[config.mk]
export PLATFORM = sky130hd
export DESIGN_NAME = biq_coef_regs
export DESIGN_NICKNAME = d
export VERILOG_FILES = /design/src/hdl/multichannel_biquad_iir_filter_defines.svh /design/src/hdl/biq_pkg.sv /design/src/hdl/biq_coef_regs.sv
export SDC_FILE = /design/constraint.sdc
export NUM_CORES = 1
export LEC_CHECK = 0
export ABC_AREA = 0
export BUFFER_PORTS_ARGS = -buffer_cell sky130_fd_sc_hd__buf_2
export CAP_MARGIN = 5
export CELL_PAD_IN_SITES_DETAIL_PLACEMENT = 0
export CELL_PAD_IN_SITES_GLOBAL_PLACEMENT = 1
export CORE_ASPECT_RATIO = 0.9
export CORE_UTILIZATION = 44
export DETAILED_ROUTE_END_ITERATION = 7
export PLACE_DENSITY = 0.9
export SYNTH_ARGS = -nofsm -noshare
export SYNTH_HDL_FRONTEND = slang
export SYNTH_SLANG_ARGS = --single-unit
[constraint.sdc]
create_clock -name clk -period 2 [get_ports clk]
set_clock_uncertainty 0.05 [all_clocks]
set_input_delay 0.2 -clock clk [delete_from_list [all_inputs] [get_ports clk]]
set_output_delay 0.2 -clock clk [all_outputs]
set_load 0.005 [all_outputs]
[src/hdl/multichannel_biquad_iir_filter_defines.svh]
// assertion helpers for the top-level rtl
`ifndef MULTICHANNEL_BIQUAD_IIR_FILTER_DEFINES_SVH
`define MULTICHANNEL_BIQUAD_IIR_FILTER_DEFINES_SVH

// same-cycle implication, checked out of reset
`define BIQ_ASSERT_IMP(label, ante, cons) \
    label: assert property (@(posedge clk) disable iff (!rst_n) (ante) |-> (cons)) \
        else $error("biquad assertion failed");

// next-cycle implication, checked out of reset
`define BIQ_ASSERT_NXT(label, ante, cons) \
    label: assert property (@(posedge clk) disable iff (!rst_n) (ante) |=> (cons)) \
        else $error("biquad assertion failed");

`endif

[src/hdl/biq_pkg.sv]
`default_nettype none
package biq_pkg;

    localparam int CHANNELS      = 8;
    localparam int SAMPLE_BITS   = 24;
    localparam int CHAN_BITS     = 3;
    localparam int COEF_BITS     = 18;
    localparam int FRAC_BITS     = 14;
    localparam int CFG_IDX_BITS  = 3;
    localparam int HIST_IDX_BITS = (CHANNELS > 1) ? $clog2(CHANNELS) : 1;

    // register indexes on the configuration channel
    typedef enum logic [CFG_IDX_BITS-1:0] {
        REG_B0 = 3'd0,
        REG_B1 = 3'd1,
        REG_B2 = 3'd2,
        REG_A1 = 3'd3,
        REG_A2 = 3'd4
    } cfg_reg_t;

    localparam logic signed [COEF_BITS-1:0] COEF_ONE = COEF_BITS'(1 << FRAC_BITS);

    typedef struct packed {
        logic signed [COEF_BITS-1:0] b0;
        logic signed [COEF_BITS-1:0] b1;
        logic signed [COEF_BITS-1:0] b2;
        logic signed [COEF_BITS-1:0] a1;
        logic signed [COEF_BITS-1:0] a2;
    } coef_set_t;

    // one channel's delay line as read from the history bank
    typedef struct packed {
        logic signed [SAMPLE_BITS-1:0] x1;
        logic signed [SAMPLE_BITS-1:0] x2;
        logic signed [SAMPLE_BITS-1:0] y1;
        logic signed [SAMPLE_BITS-1:0] y2;
    } hist_t;

endpackage
`default_nettype wire

[src/hdl/biq_coef_regs.sv]
`default_nettype none
module biq_coef_regs (
    input  wire logic                              clk,
    input  wire logic                              rst_n,
    input  wire logic                              cfg_valid,
    input  wire logic [biq_pkg::CFG_IDX_BITS-1:0]  cfg_index,
    input  wire logic [biq_pkg::COEF_BITS-1:0]     cfg_data,
    output biq_pkg::coef_set_t                     coef
);
    import biq_pkg::*;

    coef_set_t coef_reg;

    always_ff @(posedge clk or negedge rst_n)
    begin
        if (!rst_n)
        begin
            coef_reg.b0 <= COEF_ONE;
            coef_reg.b1 <= '0;
            coef_reg.b2 <= '0;
            coef_reg.a1 <= '0;
            coef_reg.a2 <= '0;
        end
        else if (cfg_valid)
        begin
            case (cfg_index)
                REG_B0:  coef_reg.b0 <= $signed(cfg_data);
                REG_B1:  coef_reg.b1 <= $signed(cfg_data);
                REG_B2:  coef_reg.b2 <= $signed(cfg_data);
                REG_A1:  coef_reg.a1 <= $signed(cfg_data);
                REG_A2:  coef_reg.a2 <= $signed(cfg_data);
                default: ; // unknown index, write dropped
            endcase
        end
    end

    assign coef = coef_reg;

endmodule
`default_nettype wire

==> results_dict.tcl <==
set metrics [dict create \
    status "complete, no violations" \
    remaining_drc_errors 0 \
    setup_tns_ns 0 \
    worstHoldEndpoint "coef[41]" \
    holdPathStages 2 \
    totalPowerFinal_w 0.00441 \
    top_layer "met4" \
    fin_crit_ns 1.35 \
    viasPerCell 5.03 \
    worstPathRequired_ns 2.17 \
    die_w_um 94.7 \
    met1Wirelength_mm 3.12 \
    hold_start "cfg_data[5]" \
    cts-root-buf "clkbuf_8" \
    rrSetupSlack_ns 1.17 \
    syn-num-nets 217 \
    pin_count 114 \
    worstSetupPathType "in -> reg" \
    grt_max_degree 41 \
    ys_seq_elements 90 \
    instances_no_fill 415 \
    rsz0062_at_grt "no" \
    wl_mm 7.18 \
    core_area_mm2 0.00751 \
    clk_pin_slew_worst_paths_ns 0.08 \
    cts_sinks 90 \
    power_density_mw_per_mm2 1040 \
    area_growth_pct 25.0 \
    slew_viol_final 0 \
    gp_congestion 0.755 \
    dpl.cell_count 399 \
    irDropWorstVdd_uv 516 \
    clock.fmax_ghz 0.740 \
    drive_gt1_share_pct 70.8 \
    fin_ws_ns 0.648 \
    yosysTopAreaCell "dfrtp_1" \
    clk_path_buf_depth 2 \
    routedWlPerCell_um 17.3 \
    fill_cells 629 \
    syn_avg_cell_area_um2 17.6 \
    fin_crit_sh_pct 67.6 \
    grt_antenna_before_repair 0 \
    synthCells 193 \
    worst_pin_slew_ns 0.705 \
    timing.rr.start "coef[21]" \
    clkLatencyLatePin_ns 0.34 \
    post_cts_buffers 0 \
    grt_first_pass_wirelength_mm 11.6 \
    dieArea_mm2 0.00809 \
    syn_area_mm2 0.00340 \
    grt_util_all_layers_pct 19.1 \
    post-place-ws_ns 0.271 \
    met2WireLength_mm 3.64 \
    initial_core_util_pct 45.3 \
    stdcell_area_mm2 0.00426 \
    cts_tree "built" \
    antennaDiodeCount 0 \
    gr-total-overflow 0 \
    portBuffers 113 \
    grt_pass1_vias 2119 \
    maxCapViolCount 0 \
    cp-start-kind "input port" \
    synth_area_leaders "dfrtp_1, mux2_2, buf_6" \
    end_kind "flop" \
    dpl_cell_area_mm2 0.00409 \
    worstPathArrival_ns 1.52 \
    htree_levels 3 \
    largest_reg_flops 90 \
    first_iter_violations 66 \
    hold_viol 0 \
    crit_start "cfg_index[2]" \
    yosysTopAreaCellShare_pct 65.4 \
    die_y_um 85.5 \
    r2r_cells 1 \
    p_leak_nw 2.05 \
    num_rows 30 \
    yosysSeqAreaShare_pct 66.2 \
    multi_input_area_mm2 0.00110 \
    regArea_mm2 0.00225 \
    crit_fanout 18 \
    hp-class "in -> reg" \
    met3_wirelength_um 305 \
    nets 339 \
    reg2reg_to "coef[21]" \
    route.vias.total 2087 \
    hpwl_mm 4.95 \
    ant_nets 0 \
    cts_buffers 9 \
    ys_warn_count 0 \
    setup_violations 0 \
    slew_headroom_pct 52.8 \
    ys_types 10 \
    drtPass1Iterations 4 \
]
metal layers:
metal	GRT usage (%)	vias up
met1	25.6	1089
met5	0	-
met2	30.0	53
li1	-	931
met4	5.92	0
met3	5.65	14
Yosys cell counts:
cell type	number
dfrtp_1	89
buf_2	3
buf_4	2
and4bb_2	2
nand4b_2	1
nor4bb_1	1
nor4b_4	1
mux2_2	90
dfstp_2	1
buf_6	3
layout make-up:
type | count | area share, %
Timing Repair Buffer | 119 | 14.8
Clock buffer | 12 | 3.17
Tap cell | 96 | 2.82
Clock inverter | 3 | 0.412
Multi-Input combinational cell | 95 | 25.9
Sequential cell | 90 | 52.9
critical path: stages:
cell      delay (ns)
buf_2           0.14
nand4b_2        0.67
mux2_2          0.50
power breakdown:
| group | internal (W) | switching (W) |
|---|---|---|
| registers | 0.00222 | 0.000190 |
| logic | 0.000589 | 0.000399 |
| clock network | 0.000442 | 0.000564 |
| total | 0.00325 | 0.00115 |
what timing repair did:
| item | 4_1_cts | 5_1_grt |
|---|---|---|
| hold buffers | 1 | 0 |
| resized for setup | 0 | 0 |
| setup endpoints to repair | 0 | 0 |
| hold endpoints to repair | 37 | 0 |
stage by stage:
| stage | hold slack, ns | utilization, % |
|---|---|---|
| CTS | 0.0754 | 56.7 |
| global placement | 0.162 | 54.5 |
| global route | 0.0864 | 56.7 |
| detailed placement | 0.168 | 54.5 |
| floorplan | -0.146 | - |
| finish | 0.100 | 56.7 |
kinds of logic after synthesis:
group                  after synthesis  share of synthesized area, %
AND/OR/NAND/NOR                      5                          2.17
multiplexers                        90                          29.8
buffers and inverters                8                          1.87
flip-flops                          90                          66.2
how the worst max path moves through the flow:
stage | to | slack, ns
floorplan | coef[72] | 0.60
global placement | coef[23] | 0.33
detailed placement | coef[21] | 0.27
CTS | coef[21] | 0.65
global route | coef[30] | 0.59
finish | coef[19] | 0.65
layout by cell type, fill, tap and decap left out:
cell type,netlist,final
clkinvlp_4,0,1
dfstp_2,1,1
nand4b_2,1,1
nor4bb_4,0,1
buf_12,0,1
and4bb_2,2,2
buf_4,2,5
clkbuf_1,0,3
dlygate4sd3_1,0,1
clkbuf_8,0,9
clkinv_2,0,2
mux2_2,90,90
nor4b_4,1,1
dfrtp_1,89,89
buf_2,3,112
Power figures use the tool's default switching activity.
