### src/hdl/multichannel_biquad_iir_filter_defines.svh
// assertion helpers for the top-level rtl
`ifndef MULTICHANNEL_BIQUAD_IIR_FILTER_DEFINES_SVH
`define MULTICHANNEL_BIQUAD_IIR_FILTER_DEFINES_SVH

// same-cycle implication, checked out of reset
`define BIQ_ASSERT_IMP(label, ante, cons) \
    label: assert property (@(posedge clk) disable iff (!rst_n) (ante) |-> (cons)) \
        else $error("biquad assertion failed");

// next-cycle implication, checked out of reset
`define BIQ_ASSERT_NXT(label, ante, cons) \
    label: assert property (@(posedge clk) disable iff (!rst_n) (ante) |=> (cons)) \
        else $error("biquad assertion failed");

`endif

### src/hdl/biq_pkg.sv
`default_nettype none
package biq_pkg;

    localparam int CHANNELS      = 8;
    localparam int SAMPLE_BITS   = 24;
    localparam int CHAN_BITS     = 3;
    localparam int COEF_BITS     = 18;
    localparam int FRAC_BITS     = 14;
    localparam int CFG_IDX_BITS  = 3;
    localparam int HIST_IDX_BITS = (CHANNELS > 1) ? $clog2(CHANNELS) : 1;

    // register indexes on the configuration channel
    typedef enum logic [CFG_IDX_BITS-1:0] {
        REG_B0 = 3'd0,
        REG_B1 = 3'd1,
        REG_B2 = 3'd2,
        REG_A1 = 3'd3,
        REG_A2 = 3'd4
    } cfg_reg_t;

    localparam logic signed [COEF_BITS-1:0] COEF_ONE = COEF_BITS'(1 << FRAC_BITS);

    typedef struct packed {
        logic signed [COEF_BITS-1:0] b0;
        logic signed [COEF_BITS-1:0] b1;
        logic signed [COEF_BITS-1:0] b2;
        logic signed [COEF_BITS-1:0] a1;
        logic signed [COEF_BITS-1:0] a2;
    } coef_set_t;

    // one channel's delay line as read from the history bank
    typedef struct packed {
        logic signed [SAMPLE_BITS-1:0] x1;
        logic signed [SAMPLE_BITS-1:0] x2;
        logic signed [SAMPLE_BITS-1:0] y1;
        logic signed [SAMPLE_BITS-1:0] y2;
    } hist_t;

endpackage
`default_nettype wire

### src/hdl/biq_history.sv
`default_nettype none
module biq_history (
    input  wire logic                                 clk,
    input  wire logic                                 rst_n,
    input  wire logic [biq_pkg::HIST_IDX_BITS-1:0]    idx,
    input  wire logic                                 wr_en,
    input  wire logic signed [biq_pkg::SAMPLE_BITS-1:0] wr_x,
    input  wire logic signed [biq_pkg::SAMPLE_BITS-1:0] wr_y,
    output biq_pkg::hist_t                            hist
);
    import biq_pkg::*;

    logic signed [SAMPLE_BITS-1:0] x1_reg [CHANNELS];
    logic signed [SAMPLE_BITS-1:0] x2_reg [CHANNELS];
    logic signed [SAMPLE_BITS-1:0] y1_reg [CHANNELS];
    logic signed [SAMPLE_BITS-1:0] y2_reg [CHANNELS];

    always_ff @(posedge clk or negedge rst_n)
    begin
        if (!rst_n)
        begin
            for (int i = 0; i < CHANNELS; i++)
            begin
                x1_reg[i] <= '0;
                x2_reg[i] <= '0;
                y1_reg[i] <= '0;
                y2_reg[i] <= '0;
            end
        end
        else if (wr_en)
        begin
            // shift the channel's delay line by one sample
            x2_reg[idx] <= x1_reg[idx];
            x1_reg[idx] <= wr_x;
            y2_reg[idx] <= y1_reg[idx];
            y1_reg[idx] <= wr_y;
        end
    end

    assign hist.x1 = x1_reg[idx];
    assign hist.x2 = x2_reg[idx];
    assign hist.y1 = y1_reg[idx];
    assign hist.y2 = y2_reg[idx];

endmodule
`default_nettype wire

### config.mk
export PLATFORM = sky130hd
export DESIGN_NAME = biq_history
export DESIGN_NICKNAME = d
export VERILOG_FILES = /design/src/hdl/multichannel_biquad_iir_filter_defines.svh /design/src/hdl/biq_pkg.sv /design/src/hdl/biq_history.sv
export SDC_FILE = /design/constraint.sdc
export NUM_CORES = 1
export LEC_CHECK = 0
export BUFFER_PORTS_ARGS = -buffer_cell sky130_fd_sc_hd__buf_2
export CORE_MARGIN = 4
export CORE_UTILIZATION = 55
export DETAILED_ROUTE_END_ITERATION = 16
export GPL_TIMING_DRIVEN = 0
export HOLD_SLACK_MARGIN = 0.02
export PLACE_DENSITY = 0.8
export RECOVER_POWER = 25
export SLEW_MARGIN = 40
export SYNTH_ARGS = -nofsm -noshare
export SYNTH_HDL_FRONTEND = slang
export SYNTH_SLANG_ARGS = --single-unit
### constraint.sdc
create_clock -name clk -period 2.6 [get_ports clk]
set_input_delay 0.39 -clock clk [delete_from_list [all_inputs] [get_ports clk]]
set_output_delay 0.39 -clock clk [all_outputs]
set_load 0.02 [all_outputs]
==> results.md, run 1 <==
- Hpwl dp: between 70 and 80 mm
- First-pass GRT wire length: roughly 170 mm
- Clock power share: around 32%
- Hold Crit Class: in2reg
- Sequential cell area fraction in the yosys report: between 50% and 60%
- Synth Net Count: ~2800
- Die X: ~260 µm
- Fin crit share: 105%
- Initial antenna violation count: 11
- Max clock buf depth: 3
- Reg power frac: between 40% and 50%
- Post-synth ARST share: 100%
- Drc violations: 0
- TritonCTS Sinks: 768
- Area share of the largest cell type after synthesis: between 50 and 60%
- Number of non-filler instances in the completed layout: between 3000 and 4000
- Synth unique cells: 34
- Max_slew headroom: about 29%
- Net Sw Power: approximately 10 mW
- Run status: complete, but fails checks
- Final Skew: between 15 and 20 ps
- Initial Utilization: a little under three fifths
- Pre-antenna DRT Iters: 6
- Crit path kind: in2out
- Clock Tree Root: clkbuf_16
- Worst EP required: 2210 ps
- Crit path max fanout: 10
- Failing checks: negative setup slack
- Skew-Pair Late Insertion Delay: 640 ps
- Post-detailed-routing wire length: between 100 and 150 mm
- Gr usage total: 33.2%
- Routability cong.: 0.938
- Die area: roughly 67000 µm²
- Tmin final: about 2700 ps
- Vias/cell: 6.56
- Final #Nets: a little over 3000
- Filler cells: approximately 4400
- Final setup viols: 8
- Post-Syn Instances: between 2000 and 3000
- GR Overflow Total: 0
- CP startpoint kind: input pin
- Post-synthesis instance area: about 34000 µm²
- Design Power: between 30 and 40 mW
- Post-synth top cells: dfrtp_1 (768), mux2_2 (747), nand2_1 (403)
- Clock slew at reported path FFs: about 60 ps
- Arrival @ worst endpoint: 2340 ps
- Number of flops mapped to enable cells by yosys: 0
- Synth Flop Type: dfrtp_1
- Die Ht: between 200 and 300 µm
- H-tree levels: 3
- Via Count: 25422
- Final setup margin: -127 ps
- Slew Limit Fails: 0
- Max Cap Violations: 0
- Final ANT Viol Nets: 0
- Number of synthesized register bits: 768
- P_leak: 17.8 nW
- PortBufs: roughly 150
- Combinational Power Share: 21.0%
- Layout cells sized above 1: between 40% and 50%
- Sw frac: between 20 and 30%
- YS warnings: 0
- Power density cells: ~890 nW/µm²
- Worst VDD drop: slightly above 0.6 mV
- Total CTS buffers: 77
- Synth area leader: dfrtp_1
- Row Count: 91
- Wire length per cell: 29.0 µm
- Synth top area cells: dfrtp_1 (56%), mux2_2 (24%), nand2_1 (4.4%)
- Pin count of the biggest net entering global routing: 115
- Max Fclk: approximately 370 MHz
- Worst setup EP type: primary output
- Int Pwr: ~25 mW
- RSZ-0062 raised after global routing: yes
- I/O pins: 150
- Core ar.: a little over 60000 µm²
- Slew @ Worst Pin: 1070 ps
- DP Cell Count: 3721
- Most frequent cell after synthesis: dfrtp_1
- Final hold viol count: 0
- TritonCTS clock tree: done
- Area Overhead vs Synth: 15.3%
- Syn Area/Cell: between 10 and 15 µm²
- Initial drt markers: 3157
- Vias in the first global route: 26433
## repair_timing
| item | CTS | global route |
|---|---|---|
| hold buffers | 1 | 0 |
| cloned | 0 | 0 |
| pin swaps | 2 | 8 |
| endpoints found under the setup margin | 96 | 85 |
| setup buffers | 4 | 3 |
| resized for setup | 101 | 88 |
| hold endpoints to repair | 62 | 0 |
## stage by stage
stage	setup TNS, ps	area [µm²]	setup WS, ps	hold WS, ps	util, %
floorplan	0	34500	467	94.4	-
global placement	-	36300	-13900	455	58.7
detailed placement	-48520	36500	-1060	314	59.0
CTS	-312	39400	-88.1	23.5	63.8
global route	-361	39700	-102	48.3	64.3
finish	-218	39700	-127	39.2	64.3
## critical path, stage by stage
cell	delay [ps]
buf_2	140
buf_4	210
buf_6	210
buf_6	220
mux2_2	360
a22oi_1	210
o211ai_1	310
buf_4	270
## final timing paths
check / start / to / slack, ps / cells after the start
worst max-delay path: idx[0] / hist[0] / -130 / 8
worst min-delay path: wr_y[9] / y1_reg[177] / 40 / 3
worst max register to register: y1_reg[47] / y2_reg[47] / 1230 / 3
worst min register to register: y1_reg[170] / y1_reg[170] / 480 / 2
max in group asynchronous: rst_n / y2_reg[138] / 480 / 4
min in group asynchronous: rst_n / x1_reg[126] / 270 / 2
## final cells by class
type | count | area [µm²] | share of cell area, %
clock buffer | 116 | 2270 | 5.71
multi-input combinational | 1753 | 14600 | 36.6
clock inverter | 24 | 307 | 0.771
antenna | 7 | 17.5 | 0.0441
buffer | 206 | 1280 | 3.23
inverter | 1 | 3.75 | 0.00945
timing repair buffer | 164 | 1030 | 2.60
tap | 837 | 1050 | 2.64
sequential | 768 | 19200 | 48.4
## layout by cell type (no fill, tap or decap), drive strengths merged, types with 2 or more instances in the layout
cell type and instances:
inv 2, o211ai 48, clkbuf 196, nand2b 28
buf 289, o21ai 191, nor2 5, mux2 756
nand2 403, clkinvlp 4, bufinv 6, o221ai 47
a21o 4, mux2i 100, o22a 5, nand4b 3
dfrtp 768, clkinv 13, nor2b 3, a22oi 140
diode 7, a21oi 8, a221oi 2
## logic make-up after synthesis
family | share of synthesized area [%]
mux | 27.6
flops | 55.7
simple gates | 5.40
compound gates | 8.44
buf+inv | 2.82
## routing by layer
layer  wire (µm)  vias up  track usage [%]
met5          74        -                0
met4        6540       12             18.2
met3       12600      455             11.0
met2       52200     1668             51.3
met1       41000    12962             41.6
li1            -    10325                -
## power by group through the flow
stage / Clock [mW] / Sequential (mW) / Combinational, mW
finish: 11.5 / 16.6 / 7.45
global route: 12.0 / 16.8 / 8.00
CTS: 11.5 / 16.4 / 7.32
detailed placement: 0 / 16.6 / 7.15
global placement: 0 / 16.4 / 6.77
floorplan: 0 / 16.0 / 5.06
(Power assumes the default switching activity.)
==> inputs of run 2 (changes only) <==
--- a/config.mk
+++ b/config.mk
@@ -10,7 +10,7 @@
 export CORE_UTILIZATION = 55
 export DETAILED_ROUTE_END_ITERATION = 16
 export GPL_TIMING_DRIVEN = 0
-export HOLD_SLACK_MARGIN = 0.02
+export HOLD_SLACK_MARGIN = 0.12
 export PLACE_DENSITY = 0.8
 export RECOVER_POWER = 25
 export SLEW_MARGIN = 40
==> run 2 against run 1 <==
  * The flow still finishes with violations (negative setup slack)
  * Design area increased by 1.2%
  * Setup slack improved by 96 ps
  * Sequential share of layout area decreased by 0.58 points
  * Cell count increased by 1.2%
==> results.md, run 2 (synthesis results as in run 1) <==
- CP startpoint kind: input pin
- Layout cells sized above 1: 40.3% (-0.57 points)
- H-tree levels: 3 (unchanged)
- Row Count: 91 (unchanged)
- Hpwl dp: 73.5 mm (unchanged)
- Hold Crit Class: in2async
- Worst setup EP type: primary output
- Post-Place Cell Area: 36500 µm² (unchanged)
- Vias in the first global route: 26712 (+1.1%)
- Worst VDD drop: 0.581 mV (-5.6%)
- Multi-input gate area: 14600 µm² (+0.19%)
- Skew-Pair Late Insertion Delay: 630 ps (about the same)
- Run status: complete, but fails checks
- GR Overflow Total: 0 (unchanged)
- TritonCTS Sinks: 768 (unchanged)
- Register area: 19200 µm² (unchanged)
- Final hold viol count: 0 (unchanged)
- Vias/cell: 6.52 (-0.65%)
- Clock slew at reported path FFs: 60 ps (about the same)
- Commonest cells after routing, fill and taps aside: dfrtp_1 (768), mux2_2 (747), nand2_1 (403)
- Final Util: 65.1% (+0.78 points)
- Arrival @ worst endpoint: 2240 ps (-100 ps)
- Wire length per cell: 28.7 µm (-0.86%)
- TNS Setup: -58.8 ps (+159 ps)
- Drc violations: 0 (unchanged)
- Pre-antenna DRT Iters: 6 (unchanged)
- Final setup viols: 2 (-6)
- Pre-CTS WS: -1060 ps (unchanged)
- Tmin final: 2630 ps (-96.1 ps)
- Max Fclk: 380 MHz (+3.7%)
- Total CTS buffers: 77 (unchanged)
- Final Skew: 15.3 ps (-0.905 ps)
- Fin crit share: 101% (-3.7 points)
- Post-detailed-routing wire length: 113 mm (+0.31%)
- Initial antenna violation count: 5 (-6)
- Power density cells: 884 nW/µm² (-1.1%)
- Crit path max fanout: 10 (unchanged)
- Gr usage total: 33.3% (+0.082 points)
- PortBufs: 148 (unchanged)
- Fin Hold WS: 271 ps (+232 ps)
- Max Cap Violations: 0 (unchanged)
- Die Ht: 258 µm (unchanged)
- Routability cong.: 0.938 (unchanged)
- Area Overhead vs Synth: 16.7%
- Crit path kind: in2out
- First-pass GRT wire length: 167 mm (+0.49%)
- TritonCTS clock tree: done
- Die X: 258 µm (unchanged)
- Final Instance Area: 40200 µm² (+1.2%)
- Commonest non-fill, non-tap cell in the layout: dfrtp_1
- Slew Limit Fails: 0 (unchanged)
- Clock Tree Root: clkbuf_16
- Design Power: 35.5 mW (+0.13%)
- DP Cell Count: 3721 (unchanged)
- Slew @ Worst Pin: 1060 ps (-6.38 ps)
- Final setup margin: -31.0 ps (+96.1 ps)
- Max clock buf depth: 3 (unchanged)
- Number of non-filler instances in the completed layout: 3922 (+1.2%)
- Filler cells: 4370 (-0.73%)
- Final ANT Viol Nets: 0 (unchanged)
- RSZ-0062 raised after global routing: yes
- Max_slew headroom: 29.3% (+0.43 points)
- Via Count: 25557 (+0.53%)
- Pin count of the biggest net entering global routing: 115 (unchanged)
- Worst EP required: 2210 ps (about the same)
- Initial Utilization: 55.8% (unchanged)
- Core ar.: 61800 µm² (unchanged)
- Failing checks: negative setup slack
- Final #Nets: 3073 (+1.6%)
- Initial drt markers: 2996 (-5.1%)
- P_leak: 17.9 nW (+1.1%)
- Die area: 66700 µm² (unchanged)
- I/O pins: 150 (unchanged)
## run 2: worst max-delay path, cell delays in order
cell and delay (ps):
buf_2 150, buf_6 170, buf_6 180, buf_6 230
mux2_2 380, a22oi_1 170, o211ai_1 300, buf_4 270
## run 2: final timing paths
check	startpoint	to	slack, ps	cells past startpoint
max in group asynchronous	rst_n	y1_reg[88]	460	4
hold reg to reg	y1_reg[187]	y1_reg[187]	470	2
hold / removal	rst_n	x1_reg[126]	270	2
setup reg to reg	y1_reg[47]	y2_reg[167]	1250	3
setup / recovery	idx[0]	hist[0]	-30	8
min in group clk	idx[0]	x2_reg[175]	400	4
## run 2: per-layer routing
layer  global-route usage (%)  wire length [µm]  part of all wire (%)
met4                     18.1              6820                   6.1
met3                     11.0             12400                    11
met5                        0                25                 0.022
met2                     51.6             52000                    46
met1                     41.7             41400                    37
## run 2: what timing repair did
action	in CTS	in global routing
endpoints found under the setup margin	96	90
pin swaps	2	8
gates resized for setup	101	90
hold buffers	49	0
setup buffers	4	3
endpoints found under the hold margin	428	0
## run 2: cell type report
cell class / instances / area share, %
diodes: 5 / 0.0311
repair buffers: 212 / 3.75
clock inverters: 24 / 0.762
flip-flops and latches: 768 / 47.8
clock buffers: 116 / 5.64
plain buffers: 206 / 3.16
well taps: 837 / 2.60
inverters: 1 / 0.00933
multi-input cells: 1753 / 36.3
## run 2: power by group
group / switching (mW) / total, mW / internal (mW) / leakage [nW]
registers: 1.75 / 16.6 / 14.8 / 9.57
logic: 3.78 / 7.52 / 3.74 / 7.13
clock network: 4.80 / 11.5 / 6.65 / 1.25
total: 10.3 / 35.5 / 25.2 / 17.9
